[config.mk]
export PLATFORM = sky130hd
export DESIGN_NAME = command_frame_encoder
export DESIGN_NICKNAME = d
export VERILOG_FILES = /design/src/rtl/cfe_pkg.sv /design/src/rtl/command_frame_encoder.sv /design/src/rtl/cfe_front.sv /design/src/rtl/cfe_cmd_queue.sv /design/src/rtl/cfe_back.sv
export SDC_FILE = /design/constraint.sdc
export NUM_CORES = 1
export LEC_CHECK = 0
export BUFFER_PORTS_ARGS = -buffer_cell sky130_fd_sc_hd__buf_2
export CORE_ASPECT_RATIO = 1.5
export CORE_UTILIZATION = 54
export CTS_CLUSTER_SIZE = 24
export DETAILED_ROUTE_END_ITERATION = 8
export GPL_ROUTABILITY_DRIVEN = 0
export PLACE_DENSITY = 0.84
export SLEW_MARGIN = 10
export SYNTH_ARGS = -nofsm -noshare
export SYNTH_HDL_FRONTEND = slang
export SYNTH_SLANG_ARGS = --single-unit
[constraint.sdc]
create_clock -name clk_i -period 5.33 [get_ports clk_i]
set_clock_uncertainty 0.05 [all_clocks]
set_input_delay 0.533 -clock clk_i [delete_from_list [all_inputs] [get_ports clk_i]]
set_output_delay 0.533 -clock clk_i [all_outputs]
set_load 0.02 [all_outputs]
[src/rtl/cfe_pkg.sv]
// shared types and constants for the command frame encoder
package cfe_pkg;

  // command kinds as carried in the mode field
  typedef enum logic [1:0] {
    MODE_READ     = 2'd0,
    MODE_WRITE    = 2'd1,
    MODE_EXIT_IRQ = 2'd2,
    MODE_ASK_IRQ  = 2'd3
  } cmd_mode_e;

  // configuration register indexes
  localparam int unsigned CfgIdxW = 3;
  localparam logic [CfgIdxW-1:0] REG_READ_OPCODE     = 3'd0;
  localparam logic [CfgIdxW-1:0] REG_WRITE_OPCODE    = 3'd1;
  localparam logic [CfgIdxW-1:0] REG_EXIT_IRQ_OPCODE = 3'd2;
  localparam logic [CfgIdxW-1:0] REG_ASK_IRQ_OPCODE  = 3'd3;
  localparam logic [CfgIdxW-1:0] REG_XOR_KEY         = 3'd4;

  // register reset values
  localparam logic [7:0]  RST_READ_OPCODE     = 8'h00;
  localparam logic [7:0]  RST_WRITE_OPCODE    = 8'h01;
  localparam logic [7:0]  RST_EXIT_IRQ_OPCODE = 8'h02;
  localparam logic [7:0]  RST_ASK_IRQ_OPCODE  = 8'h03;
  localparam logic [31:0] RST_XOR_KEY         = 32'hCAFE_BABE;

  // length byte per frame kind: body length plus one, also the checksum position
  localparam logic [7:0] LEN_READ  = 8'd7;
  localparam logic [7:0] LEN_WRITE = 8'd11;
  localparam logic [7:0] LEN_IRQ   = 8'd2;

  // byte positions inside a frame
  localparam int unsigned ByteIdxW = 4;
  localparam logic [ByteIdxW-1:0] POS_LEN    = 4'd0;
  localparam logic [ByteIdxW-1:0] POS_OPCODE = 4'd1;
  localparam logic [ByteIdxW-1:0] POS_SIZE   = 4'd2;
  localparam logic [ByteIdxW-1:0] POS_ADDR3  = 4'd3;
  localparam logic [ByteIdxW-1:0] POS_ADDR2  = 4'd4;
  localparam logic [ByteIdxW-1:0] POS_ADDR1  = 4'd5;
  localparam logic [ByteIdxW-1:0] POS_ADDR0  = 4'd6;
  localparam logic [ByteIdxW-1:0] POS_VAL3   = 4'd7;
  localparam logic [ByteIdxW-1:0] POS_VAL2   = 4'd8;
  localparam logic [ByteIdxW-1:0] POS_VAL1   = 4'd9;
  localparam logic [ByteIdxW-1:0] POS_VAL0   = 4'd10;

  // command queue depth
  localparam int unsigned QueueDepth = 2;

  // classified command handed from front to back
  typedef struct packed {
    logic [7:0]  len;
    logic [7:0]  opcode;
    logic [7:0]  size;
    logic [31:0] addr_x;
    logic [31:0] val_x;
  } cmd_t;

endpackage

[src/rtl/command_frame_encoder.sv]
// top level of the command frame encoder
// Each accepted command leaves as a frame of 3 (either interrupt), 8 (read) or
// 12 (write) bytes, one byte per cycle on the output stream while the receiver
// does not stall it. The byte serializer in the back end sets that rate. The
// front end classifies a command in the cycle it is taken and parks it in a
// two-entry command queue, so the input keeps accepting while a frame is still
// going out and stalls only when both queue entries are taken. The first byte
// of a frame passes through the command queue and then the back end's output
// register before it leaves. The configuration channel is always ready; write
// it only while the block is idle.
module command_frame_encoder (
  input  logic                        clk_i,
  input  logic                        rst_ni,
  // configuration write channel
  input  logic                        cfg_valid_i,
  output logic                        cfg_ready_o,
  input  logic [cfe_pkg::CfgIdxW-1:0] cfg_index_i,
  input  logic [31:0]                 cfg_data_i,
  // command input
  input  logic                        s_axis_tvalid_i,
  output logic                        s_axis_tready_o,
  // mode[1:0], access_size[9:2], target_address[41:10], write_value[73:42], zero pad
  input  logic [79:0]                 s_axis_tdata_i,
  // frame byte output
  output logic                        m_axis_tvalid_o,
  input  logic                        m_axis_tready_i,
  // frame_byte[7:0]
  output logic [7:0]                  m_axis_tdata_o,
  output logic                        m_axis_tlast_o
);
  import cfe_pkg::*;

  logic q_push, q_full, q_pop, q_valid;
  cmd_t push_cmd, head_cmd;

  // accept and classify
  cfe_front u_front (
    .clk_i,
    .rst_ni,
    .cfg_valid_i,
    .cfg_ready_o,
    .cfg_index_i,
    .cfg_data_i,
    .s_axis_tvalid_i,
    .s_axis_tready_o,
    .s_axis_tdata_i,
    .q_full_i (q_full),
    .q_push_o (q_push),
    .q_cmd_o  (push_cmd)
  );

  // decoupling queue
  cfe_cmd_queue u_queue (
    .clk_i,
    .rst_ni,
    .push_i  (q_push),
    .cmd_i   (push_cmd),
    .full_o  (q_full),
    .pop_i   (q_pop),
    .valid_o (q_valid),
    .cmd_o   (head_cmd)
  );

  // serialize
  cfe_back u_back (
    .clk_i,
    .rst_ni,
    .q_valid_i (q_valid),
    .q_cmd_i   (head_cmd),
    .q_pop_o   (q_pop),
    .m_axis_tvalid_o,
    .m_axis_tready_i,
    .m_axis_tdata_o,
    .m_axis_tlast_o
  );

endmodule

[src/rtl/cfe_front.sv]
// front end: configuration registers, command accept and classification
module cfe_front (
  input  logic                         clk_i,
  input  logic                         rst_ni,
  input  logic                         cfg_valid_i,
  output logic                         cfg_ready_o,
  input  logic [cfe_pkg::CfgIdxW-1:0]  cfg_index_i,
  input  logic [31:0]                  cfg_data_i,
  input  logic                         s_axis_tvalid_i,
  output logic                         s_axis_tready_o,
  input  logic [79:0]                  s_axis_tdata_i,
  input  logic                         q_full_i,
  output logic                         q_push_o,
  output cfe_pkg::cmd_t                q_cmd_o
);
  import cfe_pkg::*;

  logic [7:0]  read_op_q, write_op_q, exit_op_q, ask_op_q;
  logic [31:0] key_q;
  cmd_mode_e   mode;
  logic [7:0]  size;
  logic [31:0] addr, val;

  assign cfg_ready_o = 1'b1;

  // configuration registers
  always_ff @(posedge clk_i or negedge rst_ni) begin
    if (!rst_ni) begin
      read_op_q  <= RST_READ_OPCODE;
      write_op_q <= RST_WRITE_OPCODE;
      exit_op_q  <= RST_EXIT_IRQ_OPCODE;
      ask_op_q   <= RST_ASK_IRQ_OPCODE;
      key_q      <= RST_XOR_KEY;
    end else if (cfg_valid_i) begin
      case (cfg_index_i)
        REG_READ_OPCODE:     read_op_q  <= cfg_data_i[7:0];
        REG_WRITE_OPCODE:    write_op_q <= cfg_data_i[7:0];
        REG_EXIT_IRQ_OPCODE: exit_op_q  <= cfg_data_i[7:0];
        REG_ASK_IRQ_OPCODE:  ask_op_q   <= cfg_data_i[7:0];
        REG_XOR_KEY:         key_q      <= cfg_data_i;
        default: ;
      endcase
    end
  end

  // unpack the input transaction
  assign mode = cmd_mode_e'(s_axis_tdata_i[1:0]);
  assign size = s_axis_tdata_i[9:2];
  assign addr = s_axis_tdata_i[41:10];
  assign val  = s_axis_tdata_i[73:42];

  assign s_axis_tready_o = !q_full_i;
  assign q_push_o        = s_axis_tvalid_i && !q_full_i;

  // classify: pick opcode and frame length, scramble address and value
  always_comb begin
    q_cmd_o.size   = size;
    q_cmd_o.addr_x = addr ^ key_q;
    q_cmd_o.val_x  = val ^ key_q;
    case (mode)
      MODE_READ: begin
        q_cmd_o.len    = LEN_READ;
        q_cmd_o.opcode = read_op_q;
      end
      MODE_WRITE: begin
        q_cmd_o.len    = LEN_WRITE;
        q_cmd_o.opcode = write_op_q;
      end
      MODE_EXIT_IRQ: begin
        q_cmd_o.len    = LEN_IRQ;
        q_cmd_o.opcode = exit_op_q;
      end
      default: begin
        q_cmd_o.len    = LEN_IRQ;
        q_cmd_o.opcode = ask_op_q;
      end
    endcase
  end

endmodule

[src/rtl/cfe_cmd_queue.sv]
// short command queue between front and back
module cfe_cmd_queue (
  input  logic          clk_i,
  input  logic          rst_ni,
  input  logic          push_i,
  input  cfe_pkg::cmd_t cmd_i,
  output logic          full_o,
  input  logic          pop_i,
  output logic          valid_o,
  output cfe_pkg::cmd_t cmd_o
);
  import cfe_pkg::*;

  localparam int unsigned PtrW = (QueueDepth > 1) ? $clog2(QueueDepth) : 1;
  localparam int unsigned CntW = $clog2(QueueDepth + 1);

  cmd_t            mem_q [QueueDepth];
  logic [PtrW-1:0] wr_ptr_q, rd_ptr_q;
  logic [CntW-1:0] count_q;

  assign full_o  = (count_q == CntW'(QueueDepth));
  assign valid_o = (count_q != '0);
  assign cmd_o   = mem_q[rd_ptr_q];

  // storage
  always_ff @(posedge clk_i) begin
    if (push_i) begin
      mem_q[wr_ptr_q] <= cmd_i;
    end
  end

  // pointers and fill count
  always_ff @(posedge clk_i or negedge rst_ni) begin
    if (!rst_ni) begin
      wr_ptr_q <= '0;
      rd_ptr_q <= '0;
      count_q  <= '0;
    end else begin
      if (push_i) begin
        wr_ptr_q <= (wr_ptr_q == PtrW'(QueueDepth - 1)) ? '0 : wr_ptr_q + 1'b1;
      end
      if (pop_i) begin
        rd_ptr_q <= (rd_ptr_q == PtrW'(QueueDepth - 1)) ? '0 : rd_ptr_q + 1'b1;
      end
      if (push_i && !pop_i) begin
        count_q <= count_q + 1'b1;
      end else if (pop_i && !push_i) begin
        count_q <= count_q - 1'b1;
      end
    end
  end

endmodule

[src/rtl/cfe_back.sv]
// back end: serializes one queued command into frame bytes with running checksum
module cfe_back (
  input  logic          clk_i,
  input  logic          rst_ni,
  input  logic          q_valid_i,
  input  cfe_pkg::cmd_t q_cmd_i,
  output logic          q_pop_o,
  output logic          m_axis_tvalid_o,
  input  logic          m_axis_tready_i,
  output logic [7:0]    m_axis_tdata_o,
  output logic          m_axis_tlast_o
);
  import cfe_pkg::*;

  logic [ByteIdxW-1:0] idx_q, idx_d;
  logic [7:0]          sum_q, sum_d;
  logic                out_vld_q, out_vld_d;
  logic [7:0]          out_data_q, out_data_d;
  logic                out_last_q, out_last_d;
  logic                advance, is_last;
  logic [7:0]          cur_byte;

  assign advance = q_valid_i && (!out_vld_q || m_axis_tready_i);
  assign is_last = ({4'd0, idx_q} == q_cmd_i.len);
  assign q_pop_o = advance && is_last;

  // byte at the current position; the checksum closes the frame
  always_comb begin
    if (is_last) begin
      cur_byte = 8'd0 - sum_q;
    end else begin
      case (idx_q)
        POS_LEN:    cur_byte = q_cmd_i.len;
        POS_OPCODE: cur_byte = q_cmd_i.opcode;
        POS_SIZE:   cur_byte = q_cmd_i.size;
        POS_ADDR3:  cur_byte = q_cmd_i.addr_x[31:24];
        POS_ADDR2:  cur_byte = q_cmd_i.addr_x[23:16];
        POS_ADDR1:  cur_byte = q_cmd_i.addr_x[15:8];
        POS_ADDR0:  cur_byte = q_cmd_i.addr_x[7:0];
        POS_VAL3:   cur_byte = q_cmd_i.val_x[31:24];
        POS_VAL2:   cur_byte = q_cmd_i.val_x[23:16];
        POS_VAL1:   cur_byte = q_cmd_i.val_x[15:8];
        POS_VAL0:   cur_byte = q_cmd_i.val_x[7:0];
        default:    cur_byte = 8'd0;
      endcase
    end
  end

  // position, checksum and output register updates
  always_comb begin
    idx_d      = idx_q;
    sum_d      = sum_q;
    out_vld_d  = out_vld_q;
    out_data_d = out_data_q;
    out_last_d = out_last_q;
    if (advance) begin
      out_vld_d  = 1'b1;
      out_data_d = cur_byte;
      out_last_d = is_last;
      if (is_last) begin
        idx_d = POS_LEN;
        sum_d = 8'd0;
      end else begin
        idx_d = idx_q + 1'b1;
        sum_d = sum_q + cur_byte;
      end
    end else if (m_axis_tready_i) begin
      out_vld_d = 1'b0;
    end
  end

  always_ff @(posedge clk_i or negedge rst_ni) begin
    if (!rst_ni) begin
      idx_q     <= POS_LEN;
      sum_q     <= 8'd0;
      out_vld_q <= 1'b0;
    end else begin
      idx_q     <= idx_d;
      sum_q     <= sum_d;
      out_vld_q <= out_vld_d;
    end
  end

  // output payload
  always_ff @(posedge clk_i) begin
    out_data_q <= out_data_d;
    out_last_q <= out_last_d;
  end

  assign m_axis_tvalid_o = out_vld_q;
  assign m_axis_tdata_o  = out_data_q;
  assign m_axis_tlast_o  = out_last_q;

endmodule

==> results.yml <==
synth:
  ys_top_cells_by_count: "edfxtp_1 (175), xor2_1 (70), mux2_2 (67), mux2i_1 (67), dfrtp_1 (55)"
  seq_area_frac_synth_pct: 65.1
  synth_fa_ha_area_share_pct: 1.63
  synth_xor_area_share_pct: 6.24
  ys_ff_latch: 256
  syn_area_sq_um: 11200
  synth_top_family_by_area: "multiplexers"
  ys_top_cells_by_area: "edfxtp_1 (47%), dfrtp_1 (12%), mux2_2 (6.7%)"
  synth_flop_cell: "edfxtp_1"
  muxShareOfSynthArea_pct: 14.5
  postSynthCellCount: 719
  synth-edff-count: 175
  ys_warn_count: 0
  synthMostInstantiatedCell: "edfxtp_1"
  syn_avg_cell_area_sq_um: 15.6
  yosysTopAreaCell: "edfxtp_1"
  synth_compound_area_share_pct: 5.70
  async_flop_share_pct: 31.6
  yosys.area_share.simple_pct: 4.56
  yosysUniqueCellTypes: 70
  yosysTopAreaCellShare_pct: 46.8
  synth.net_count: 853
hold_path:
  hp-class: "in -> reg"
  hp-start: "s_axis_tdata_i[6]"
worst_setup_path:
  required_ns: 5.68
  crit_path_start_kind: "flip-flop"
  criticalPathCategory: "reg -> reg"
  arrival_ns: 4.71
  reg2reg_slack_ns: 0.96
  startpoint: "u_queue.rd_ptr_q$_DFFE_PN0P_"
  r2r_start: "u_queue.rd_ptr_q$_DFFE_PN0P_"
  end_kind: "flip-flop"
  critPathMaxFanout: 36
clock_tree:
  postCtsSetupRepairBufs: 0
  numCtsBuffers: 24
  clk_pin_slew_worst_paths_ns: 0.07
  cts.htree.levels: 1
  ctsResizeCount: 0
  cts_sinks: 256
  cts_tree: "yes"
  hold_buffers: 0
  cts_buffer_depth: 3
  cts_root_buf: "clkbuf_16"
  insertion_delay_ns: 0.52
sta:
  maxSlewViolCount: 0
  slew_headroom_pct: 22.4
  finalSetupViolations: 0
  setup_slack_ns: 0.965
  layout_worst_path_cycle_share_pct: 81.9
  rsz0062_at_grt: "no"
  fin_setup_tns_ns: 0
  hold_violations: 0
  worstMarginPinSlew_ns: 1.16
  finalCriticalPeriod_ns: 4.37
  clock.fmax_mhz: 229
final_layout:
  post-route-util_pct: 63.2
  diodes: 0
  fin_nets: 981
  syn_to_final_growth_pct: 14.9
  nFillCells: 1491
  layout-drive-gt1-share_pct: 33.9
detailed_routing:
  ant_nets: 0
  post-route-drc-count: 0
  via_per_inst: 5.68
  routed_wl_microns: 22500
  vias: 6413
  post_drt_wl_per_cell_microns: 19.9
  drt-pass1-iter-count: 5
  drt_iter0_drc: 430
power:
  power_per_cell_area_nw_per_um2: 563
  ir_worst_vdd_v: 0.000343
  p_total_uw: 7260
  leakage_uw: 0.00502
floorplanning:
  dieWidth_microns: 120
  fp.dieH_microns: 179
  io_pins: 132
  initial_core_util_pct: 55.0
  rows: 64
  die_area_sq_um: 21400
  core_area_sq_um: 20400
placed_design:
  pre_cts_ws_ns: 1.01
  hpwl_microns: 15600
  io_buffer_count: 124
global_routing:
  antenna_found_initial: 0
  first_global_vias: 6578
  grt_max_degree: 84
  grt_overflow: 0
  grt_pass1_wl_microns: 34700
  grtUsageTotal_pct: 21.4
run:
  maxCapViolations: 0
outcome:
  outcome: "finished, final reports clean"
==> critical path, stage by stage, from the launching register on <==
cell and delay, ns:
dfrtp_4 0.80, buf_4 0.49, mux2i_1 0.29, o22ai_1 0.13, or4_1 0.51, nor3_1 0.24
a21oi_1 0.10, ha_1 0.25, or3_2 0.46, o22a_1 0.23, a21o_1 0.20, and2_1 0.16
a221o_1 0.28
==> metal layers <==
metal | vias up | part of all wire (%) | track usage, %
li1 | 2967 | - | -
met1 | 3204 | 38 | 25.2
met2 | 199 | 53 | 39.0
met3 | 43 | 4.9 | 2.85
met4 | 0 | 3.4 | 9.38
met5 | - | 0 | 0
==> through the flow <==
| stage | instances | hold WS, ns | cell area (sq um) |
|---|---|---|---|
| 2_1_floorplan | 719 | 0.187 | 11200 |
| 3_3_place_gp | 1085 | 0.434 | 12100 |
| 3_5_place_dp | 1085 | 0.441 | 12100 |
| 4_1_cts | 1129 | 0.139 | 12900 |
| 5_1_grt | 1129 | 0.136 | 12900 |
| 6_report | 1129 | 0.154 | 12900 |
==> power by group <==
group | switching (uW) | total (uW) | internal, uW
clock network | 746 | 1760 | 1010
registers | 372 | 3260 | 2880
logic | 1280 | 2250 | 968
total | 2400 | 7260 | 4860
==> kinds of logic (layout without fill, tap and decap cells) <==
kind of cell    after synthesis  count (layout)
compound gates               89              89
buf+inv                      43             189
mux                         144             144
flops                       256             256
fa+ha+maj                    14              14
other cells                   1               1
xor+xnor                     80              80
simple gates                 92              92
==> worst paths after layout <==
check                                                   end  cells after the start
setup / recovery                u_back.sum_q[7]$_DFFE_PN0P_                     12
hold / removal               u_queue.mem_q[1][68]$_DFFE_PP_                      1
setup reg to reg                u_back.sum_q[7]$_DFFE_PN0P_                     12
hold reg to reg            u_front.exit_op_q[3]$_DFFE_PN0P_                      1
max in group asynchronous      u_queue.rd_ptr_q$_DFFE_PN0P_                      1
min in group asynchronous     u_front.key_q[16]$_DFFE_PN0P_                      1
==> cell usage in the layout (no fill, tap or decap), drive strengths merged, types with 8 or more instances in the layout <==
cell    netlist  routed
mux2         69      69
ha           13      13
mux2i        67      67
o22ai        30      30
inv          12      17
nand3b        8       8
mux4          8       8
edfxtp      175     175
nor2         17      17
o21ai         9       9
dfstp        26      26
a21oi        14      14
clkbuf       11      27
xnor2        10      10
xor2         70      70
nor3          9       9
dfrtp        55      55
buf          20     133
nand2        24      24
==> sequential cells by signal, indices dropped and copies added (netlist names) <==
name                    count
u_back.m_axis_tlast_o       1
u_front.read_op_q           8
u_back.m_axis_tdata_o       8
u_front.write_op_q          8
u_queue.wr_ptr_q            1
u_back.m_axis_tvalid_o      1
u_back.sum_q                8
u_back.idx_q                4
u_queue.count_q             2
u_front.key_q              32
u_queue.mem_q             166
u_front.exit_op_q           8
u_queue.rd_ptr_q            1
u_front.ask_op_q            8
==> area by class of cell <==
| cell class | count | area (sq um) | share of cell area, % |
|---|---|---|---|
| clock inverters | 17 | 164 | 1.27 |
| multi-input cells | 420 | 3690 | 28.6 |
| clock buffers | 27 | 664 | 5.15 |
| well taps | 264 | 330 | 2.56 |
| flip-flops and latches | 256 | 7320 | 56.7 |
| inverters | 12 | 45.0 | 0.349 |
| repair buffers | 133 | 691 | 5.35 |
Power figures use the tool's default switching activity.
